**src/sorted_priority_queue_macros.svh**
```systemverilog
// Assertion macros for the sorted priority queue.
// Uses the names clk and arst_n of the module that includes this file.
`ifndef SORTED_PRIORITY_QUEUE_MACROS_SVH
`define SORTED_PRIORITY_QUEUE_MACROS_SVH
`ifndef SYNTH
`define SPQ_ASSERT(name, cond) \
	name: assert property (@(posedge clk) disable iff (!arst_n) (cond)) \
		else $error("assertion failed");
`define SPQ_ASSERT_IMP(name, ante, cons) \
	name: assert property (@(posedge clk) disable iff (!arst_n) (ante) |=> (cons)) \
		else $error("assertion failed");
`else
`define SPQ_ASSERT(name, cond)
`define SPQ_ASSERT_IMP(name, ante, cons)
`endif
`endif

```
**src/spq_pkg.sv**
```systemverilog
// Shared constants and types of the sorted priority queue.
// Used by spq_cell and sorted_priority_queue; depends on nothing.
package spq_pkg;

	localparam int CAPACITY = 16;
	localparam int KEY_W = 32;
	localparam int TAG_W = 32;
	localparam int CNT_W = $clog2(CAPACITY + 1);

	localparam logic OP_INSERT = 1'b0;
	localparam logic OP_DELETE = 1'b1;

	typedef enum logic [1:0] {
		ST_OK = 2'd0,
		ST_EMPTY = 2'd1,
		ST_FULL = 2'd2
	} status_t;

	typedef struct packed {
		logic signed [KEY_W-1:0] key;
		logic [TAG_W-1:0] tag;
	} entry_t;

	typedef struct packed {
		logic ins;
		logic del;
		entry_t item;
	} cell_ctrl_t;

endpackage

```
**src/spq_cell.sv**
```systemverilog
// One slot of the sorted row: holds an entry and shifts toward its neighbors.
// Depends on spq_pkg.
module spq_cell (
	input  logic               clk,
	input  spq_pkg::cell_ctrl_t ctrl,
	input  logic               held,
	input  logic               prev_le,
	input  spq_pkg::entry_t    prev_entry,
	input  spq_pkg::entry_t    next_entry,
	output logic               le,
	output spq_pkg::entry_t    entry
);
	import spq_pkg::*;

	entry_t entry_q;

	assign le = held & ($signed(entry_q.key) <= $signed(ctrl.item.key));
	assign entry = entry_q;

	// An insert keeps entries with keys not above the new key, places the new
	// entry in the first slot past them and moves the rest up by one.
	always_ff @(posedge clk) begin
		if (ctrl.ins && !le) begin
			entry_q <= prev_le ? ctrl.item : prev_entry;
		end else if (ctrl.del) begin
			entry_q <= next_entry;
		end
	end

endmodule

```
**src/sorted_priority_queue.sv**
```systemverilog
// Top level of the sorted priority queue: a row of spq_cell slots and the
// result register. Depends on spq_pkg, spq_cell and the assertion macros.
//
// Use: each word on the s channel is one operation. s_tuser is the operation
// (insert or delete the smallest key), s_tdata carries key and tag of an
// insert. Each operation gives exactly one word on the m channel with its
// status in m_tuser and the removed key, tag and occupancy in m_tdata.
// Entries with equal keys leave in arrival order.
// The result is registered and is valid in the cycle after acceptance.
// Throughput is one operation per cycle while the result is taken; all slots
// compare against the new key and shift in the same cycle, so the row sets that rate.
// When the receiver stalls, the result waits in the output register and
// s_tready drops until it is taken, so no result is lost.
// Reset empties the queue at once and clears the pending result; no
// clearing pass is needed since only held slots are ever read.
// An insert into a full queue and a delete from an empty one change nothing
// and are reported by status.
`include "sorted_priority_queue_macros.svh"
module sorted_priority_queue (
	input  logic        clk,
	input  logic        arst_n,
	input  logic        s_tvalid,
	output logic        s_tready,
	input  logic [63:0] s_tdata,  // [31:0] new_key, [63:32] data_tag
	input  logic [0:0]  s_tuser,  // [0] op
	output logic        m_tvalid,
	input  logic        m_tready,
	output logic [71:0] m_tdata,  // [31:0] out_key, [63:32] out_tag, [68:64] occupancy
	output logic [1:0]  m_tuser   // [1:0] status
);
	import spq_pkg::*;

	logic [CNT_W-1:0] count_q;
	logic out_valid_q;
	status_t status_q;
	entry_t out_entry_q;
	logic [CNT_W-1:0] occ_q;

	logic accept, is_insert, full, empty, ins_ok, del_ok;
	cell_ctrl_t ctrl;
	logic [CAPACITY-1:0] le_w;
	logic [CAPACITY-1:0] held_w;
	entry_t ent_w [CAPACITY];

	assign s_tready = !out_valid_q || m_tready;
	assign accept = s_tvalid && s_tready;
	assign is_insert = (s_tuser[0] == OP_INSERT);
	assign full = (count_q == CNT_W'(CAPACITY));
	assign empty = (count_q == '0);
	assign ins_ok = accept && is_insert && !full;
	assign del_ok = accept && !is_insert && !empty;

	assign ctrl.ins = ins_ok;
	assign ctrl.del = del_ok;
	assign ctrl.item.key = s_tdata[KEY_W-1:0];
	assign ctrl.item.tag = s_tdata[KEY_W+TAG_W-1:KEY_W];

	for (genvar i = 0; i < CAPACITY; i++) begin : g_cell
		logic prev_le;
		entry_t prev_entry, next_entry;
		assign held_w[i] = CNT_W'(i) < count_q;
		if (i == 0) begin : g_first
			assign prev_le = 1'b1;
			assign prev_entry = '0;
		end else begin : g_mid
			assign prev_le = le_w[i-1];
			assign prev_entry = ent_w[i-1];
		end
		if (i == CAPACITY - 1) begin : g_last
			assign next_entry = '0;
		end else begin : g_inner
			assign next_entry = ent_w[i+1];
		end
		spq_cell u_cell (
			.clk        (clk),
			.ctrl       (ctrl),
			.held       (held_w[i]),
			.prev_le    (prev_le),
			.prev_entry (prev_entry),
			.next_entry (next_entry),
			.le         (le_w[i]),
			.entry      (ent_w[i])
		);
	end

	always_ff @(posedge clk or negedge arst_n) begin
		if (!arst_n) begin
			count_q <= '0;
			out_valid_q <= 1'b0;
		end else begin
			if (ins_ok) begin
				count_q <= count_q + 1'b1;
			end else if (del_ok) begin
				count_q <= count_q - 1'b1;
			end
			if (accept) begin
				out_valid_q <= 1'b1;
			end else if (m_tready) begin
				out_valid_q <= 1'b0;
			end
		end
	end

	always_ff @(posedge clk) begin
		if (accept) begin
			if (is_insert) begin
				status_q <= full ? ST_FULL : ST_OK;
			end else begin
				status_q <= empty ? ST_EMPTY : ST_OK;
			end
			out_entry_q <= del_ok ? ent_w[0] : '0;
			if (ins_ok) begin
				occ_q <= count_q + 1'b1;
			end else if (del_ok) begin
				occ_q <= count_q - 1'b1;
			end else begin
				occ_q <= count_q;
			end
		end
	end

	assign m_tvalid = out_valid_q;
	assign m_tuser = status_q;
	assign m_tdata = {3'b000, occ_q, out_entry_q.tag, out_entry_q.key};

	`SPQ_ASSERT(a_count_range, count_q <= CNT_W'(CAPACITY))
	`SPQ_ASSERT_IMP(a_result_follows, accept, m_tvalid)
	`SPQ_ASSERT_IMP(a_insert_grows, ins_ok, count_q == $past(count_q) + 1'b1)
	`SPQ_ASSERT_IMP(a_empty_flag, accept && !is_insert && empty, m_tuser == ST_EMPTY)

endmodule
```
**config.mk**
```make
export PLATFORM = sky130hd
export DESIGN_NAME = sorted_priority_queue
export DESIGN_NICKNAME = d
export VERILOG_FILES = /design/src/spq_pkg.sv /design/src/spq_cell.sv /design/src/sorted_priority_queue.sv
export VERILOG_INCLUDE_DIRS = /design/src /design/src/src
export SDC_FILE = /design/constraint.sdc
export NUM_CORES = 2
export LEC_CHECK = 0
export BUFFER_PORTS_ARGS = -buffer_cell sky130_fd_sc_hd__buf_2
export CORE_MARGIN = 4
export CORE_UTILIZATION = 55
export CTS_CLUSTER_DIAMETER = 150
export DETAILED_ROUTE_END_ITERATION = 10
export GPL_TIMING_DRIVEN = 0
export PLACE_DENSITY_LB_ADDON = 0.08
export SLEW_MARGIN = 0
export SYNTH_ARGS = -nofsm -noshare
export SYNTH_HDL_FRONTEND = slang
export SYNTH_SLANG_ARGS = --single-unit
export TNS_END_PERCENT = 5
```
**constraint.sdc**
```tcl
create_clock -name clk -period 20.5 [get_ports clk]
set_clock_uncertainty 0.2 [all_clocks]
set_input_delay 3.075 -clock clk [delete_from_list [all_inputs] [get_ports clk]]
set_output_delay 3.075 -clock clk [all_outputs]
set_load 0.005 [all_outputs]
```
# Word-level counts from Yosys, hierarchy flattened
# Cells that the tools add are included.
[op_classes] add_sub_neg=2 order_cmp=32 eq_ne=1 n_mux=54 bitwise=17 n_reduce_logical=59
[ops] cell="$mux W64" n=47
[ops] cell="$le A32 B32 Y1" n=16
[ops] cell="$lt A4 B5 Y1 const A" n=8
[ops] cell="$reduce_bool A2 Y1" n=17
[ops] cell="$logic_and A1 B1 Y1" n=21
[ops] cell="$lt A3 B5 Y1 const A" n=4
[ops] cell="$logic_not A1 Y1" n=19
[ops] cell="$and A1 B1 Y1" n=16
[ops] cell="$lt A1 B5 Y1 const A" n=2
[ops] cell="$lt A2 B5 Y1 const A" n=2
[ops] cell="$mux W5" n=2
[ops] cell="$add A5 B1 Y5 const B" n=1
[ops] cell="$eq A5 B5 Y1 const B" n=1
[ops] cell="$logic_not A5 Y1" n=1
[ops] cell="$sub A5 B1 Y5 const B" n=1
[ops] cell="$mux W2" n=2
[ops] cell="$mux W1" n=3
[ops] cell="$logic_or A1 B1 Y1" n=1
[ops] cell="$not A1 Y1" n=1
[word_totals] register_bits=1101 inputBits=69 out_inout_bits=76 elab_cells=203

# Depth between registers and ports, before layout
[depth] ltp_word=7 mapped_depth=14 depth_no_buf=10

# Modules after synthesis
# Synthesis repeated with hierarchy kept, for this count alone.
[unflattened] cells_unflattened=5495 hier_area_um2=75351.0
[by_module_without_submodules] mod="spq_cell at g_cell[0].u_cell ..." instances=14 cells_per_inst=330 area_each_um2=4513.1 seq_area_each_um2=1921.8
[by_module_without_submodules] mod="spq_cell at g_cell[8].u_cell ..." instances=2 cells_per_inst=330 area_each_um2=4506.8 seq_area_each_um2=1921.8
[by_module_without_submodules] mod="sorted_priority_queue" instances=1 cells_per_inst=215 area_each_um2=3154.3 seq_area_each_um2=2282.2

# Least setup slack after synthesis
# No wires, ideal clock.
[synth_timing] path_type="in2reg" start="input port s_tdata[1]" end="register g_cell[14].u_cell.entry_q, in the netlist g_cell[14].u_cell.entry[0] (enable)" setup_time_ns=0.574 arrival_ns=10.226 required_ns=19.726 path_slack_ns=9.499 cell_stages=13 n_path_buf=4 path_cell_list="clkbuf_1 -> inv_1 -> ha_1 -> nor2b_1 -> o211ai_2 -> a21oi_1 -> o311a_1 -> or4b_1 -> and3_1 -> buf_2 -> buf_4 -> buf_4 -> o21ai_0"
[synth_between] elab_chain_len=5
[synth_rtl] item="start: declaration" line="sorted_priority_queue.sv:24" text="input logic [63:0] s_tdata,"
[synth_rtl] item="$le A32 B32 Y1" line="spq_cell.sv:17" text="assign le = held & ($signed(entry_q.key) <= $signed(ctrl.item.key));"
[synth_rtl] item="$and A1 B1 Y1" line="spq_cell.sv:17"
[synth_rtl] item="$logic_not A1 Y1" line="spq_cell.sv:23" text="if (ctrl.ins && !le) begin"
[synth_rtl] item="$logic_and A1 B1 Y1" line="spq_cell.sv:23"
[synth_rtl] item="$reduce_bool A2 Y1 (no source line)"
[synth_rtl] item="end signal: assignment" line="spq_cell.sv:24" text="entry_q <= prev_le ? ctrl.item : prev_entry;"
[synth_rtl] item="end signal: assignment" line="spq_cell.sv:26" text="entry_q <= next_entry;"
[synth_rtl] item="end: declaration" line="spq_cell.sv:15" text="entry_t entry_q;"
# No other way between the ends.
# A chain may end at the register's enable or synchronous reset.

# Worst setup path after layout
[layout_timing] start="input port s_tdata[13]" end="register g_cell[15].u_cell.entry_q, in the netlist g_cell[15].u_cell.entry[27] (enable)"
[layout_between] elab_chain_len=5
[layout_rtl] item="$le A32 B32 Y1" line="spq_cell.sv:17"
[layout_rtl] item="$and A1 B1 Y1" line="spq_cell.sv:17"
[layout_rtl] item="$logic_not A1 Y1" line="spq_cell.sv:23"
[layout_rtl] item="$logic_and A1 B1 Y1" line="spq_cell.sv:23"
[layout_rtl] item="$reduce_bool A2 Y1 (no source line)"
[layout_rtl] item="end signal: assignment" line="spq_cell.sv:24"
[layout_rtl] item="end signal: assignment" line="spq_cell.sv:26"
[layout_rtl] item="end: declaration" line="spq_cell.sv:15"
# No other way between the ends.

==> run metrics <==
status=complete, but fails checks; failing checks=max-capacitance violations, max-slew violations; Resized cells post-CTS=0; Max Slew Vio Count=34; largest net degree at the start of global routing=50; MaxCap Viol Count=5; Setup WS post-layout=10,350 ps; iteration count of the initial detailed-routing pass=6; routed length per instance=31.4 um; power density cells=~120 mW/mm^2; Initial Utilization=0.556; XOR/XNOR share of the synthesized area=0.000531; Mapped Area=approximately 0.066 sq mm; clock slew at reported path FFs=60 ps; Post-synth ARST share=0.00545; Avg Inst Size Synth=10.9 sq um; Critical Path Start Type=input pin; GRT overflow=0; Post-synth EDFFs=1,095; Place WS=9830 ps; Worst IR Drop VDD=84.0 uV; global-route wire length before repair=356,000 um; Worst Path Required=20,760 ps; Clock Path Buffers=3; number of global-route vias before repair=51,100; Crit. End Element=register; max_slew headroom=-0.112; ys flop type=edfxtp_1; I/O pin count=~150; RSZ-0062 raised after global routing=false; worst hold path type=register to register; CTS tree=built; core area=0.119 sq mm; worst skew pair latency=between 700 and 800 ps; post-synthesis register bit count=1,101; simple-gate portion of the synthesized area=0.0985; die area=0.126 sq mm; WL final=~250,000 um; setup repair bufs after CTS=0; met1 GRT Util=0.530; Port-buffer cells=between 100 and 150; routability cong.=1.01; total power=0.00873 W; vias per cell=between 6 and 7; GRT Resource Usage Total=0.391; Layout area overhead=11.3%; floorplan row count=roughly 130; Final Setup Violations=0; NumNets Final=6,926; DP Wirelength=189,000 um; CTS Hold Bufs=0; gr busiest metal=met2; Die Y-Extent=354 um; number of DRC markers in iteration 0=7,683; drt drc=0; register area share after synthesis=0.501; Setup TNS Final=0 ps; Max Fclk=98.5 MHz; GR Layer Usage met2=0.581; share of cells above drive strength 1=0.0943; Worst Path Max Fanout=34; Post-DRT Antenna Nets=0; CTS Sinks=1,101; minimum clock period=10,150 ps; H-tree Lvls=3; Critical Path AT=between 10,000 and 15,000 ps; largest family of logic cells by synthesized area=multiplexers; compound-cell area share of the yosys netlist=0.126; initial antenna violation count=21; Hold Vio Cnt, Final=0; clock buffer count from CTS=121; Mapped Cells=6,042; DR vias=about 54,000; GRT met3 Usage=0.110; post-synthesis mux area share=0.144; hold_ws=328 ps; Die X-Extent=around 350 um; Yosys Warn Count=0; Crit Path Class=input pin to register; Leak=just under 30 nW; Clock Root Buffer=clkbuf_16; Tightest Pin Transition=1650 ps; Adder-Cell Fraction of Synth Area=0.0977; Yosys cell types=77; period utilisation layout=0.495
## layout by cell type (no fill, tap or decap), types with 64 or more instances in the layout
| cell | count |
|---|---|
| a21oi_1 | 583 |
| o21ai_0 | 566 |
| and2_1 | 64 |
| buf_2 | 249 |
| a31oi_1 | 139 |
| inv_1 | 67 |
| clkbuf_16 | 123 |
| mux2_2 | 70 |
| nand4_1 | 110 |
| ha_1 | 515 |
| clkbuf_1 | 268 |
| edfxtp_1 | 1095 |
| a21o_1 | 66 |
| mux2i_1 | 767 |
| nor2_1 | 491 |
| nand2_1 | 676 |
| mux2_1 | 90 |
## where the power goes
group	internal, W	switching, W
Combinational	0.00110	0.00211
Sequential	0.00305	0.000292
Clock	0.00121	0.000972
Total	0.00536	0.00337
## flip-flops by register name, indices dropped and copies added (netlist names)
signal / cells
count_q: 5
g_cell.u_cell.entry: 1024
m_tdata: 64
m_tuser: 2
m_tvalid: 1
occ_q: 5
## cells by family after synthesis
logic type      count (synthesis)
simple gates                 1508
xor+xnor                        4
buf+inv                       487
mux                           927
compound gates               1499
other cells                     1
flops                        1101
fa+ha+maj                     515
## Yosys cell counts (13+ instances only)
cell type / number / share of area
o21ai_0: 570 / 0.043
nand2b_1: 16 / 0.0015
o211ai_1: 26 / 0.0030
nor2b_1: 23 / 0.0022
a31oi_1: 139 / 0.013
mux2i_1: 767 / 0.12
ha_1: 515 / 0.098
mux2_2: 70 / 0.012
clkbuf_1: 245 / 0.014
buf_2: 107 / 0.0081
and2_1: 64 / 0.0061
mux2_1: 90 / 0.015
nor4_1: 17 / 0.0016
nor2_1: 492 / 0.028
a21o_1: 66 / 0.0075
buf_4: 35 / 0.0040
nor3_1: 18 / 0.0014
a211oi_1: 21 / 0.0024
inv_1: 68 / 0.0039
nand4_1: 110 / 0.010
buf_1: 19 / 0.0011
o21a_1: 13 / 0.0015
edfxtp_1: 1095 / 0.50
nand2_1: 684 / 0.039
a21oi_1: 583 / 0.044
nand3_1: 31 / 0.0024
## final timing paths
check / slack (ps) / depth (start not counted) / to / from
max: 10350 / 16 / g_cell[15].u_cell.entry[27] / s_tdata[13]
min: 330 / 1 / g_cell[14].u_cell.entry[22] / g_cell[15].u_cell.entry[22]
max reg2reg: 13770 / 13 / g_cell[15].u_cell.entry[27] / g_cell[15].u_cell.entry[47]
min reg2reg: 330 / 1 / g_cell[14].u_cell.entry[22] / g_cell[15].u_cell.entry[22]
max in group asynchronous: 17910 / 1 / m_tvalid / arst_n
min in group asynchronous: 1970 / 1 / count_q[1] / arst_n
## per-layer routing
| layer | vias up | share of wire |
|---|---|---|
| met5 | - | 0.00019 |
| met4 | 6 | 0.056 |
| met3 | 647 | 0.13 |
| met2 | 3567 | 0.43 |
| met1 | 26600 | 0.39 |
| li1 | 23300 | - |
## area by class of cell
class                   instances  area, sq um
fillers                      9950        45100
diodes                         23         57.6
plain buffers                 419         1940
well taps                    1600         2000
multi-input cells            4456        30900
repair buffers                175         1410
clock inverters                69          617
inverters                      68          258
clock buffers                 150         3180
flip-flops and latches       1101        33000
## worst max-delay path, cell delays in order
cell and delay, ps:
buf_2 230, clkbuf_1 560, inv_1 630, ha_1 510
nand4_1 350, nor4_2 260, buf_4 230, a21bo_2 300
o211ai_1 630, a21oi_1 210, mux2i_1 310, a21o_1 230
clkbuf_1 1130, clkbuf_1 660, nand2_4 530, buf_16 430
## metrics by stage
| step | util | instances | cell area [sq um] |
|---|---|---|---|
| global route | 0.619 | 8041 | 73400 |
| CTS | 0.619 | 8037 | 73300 |
| finish | 0.619 | 8061 | 73400 |
| global placement | 0.579 | 7785 | 68700 |
| detailed placement | 0.587 | 7818 | 69500 |
| floorplan | - | 6044 | 66000 |
Note: power is estimated with default switching activity, not from simulation.
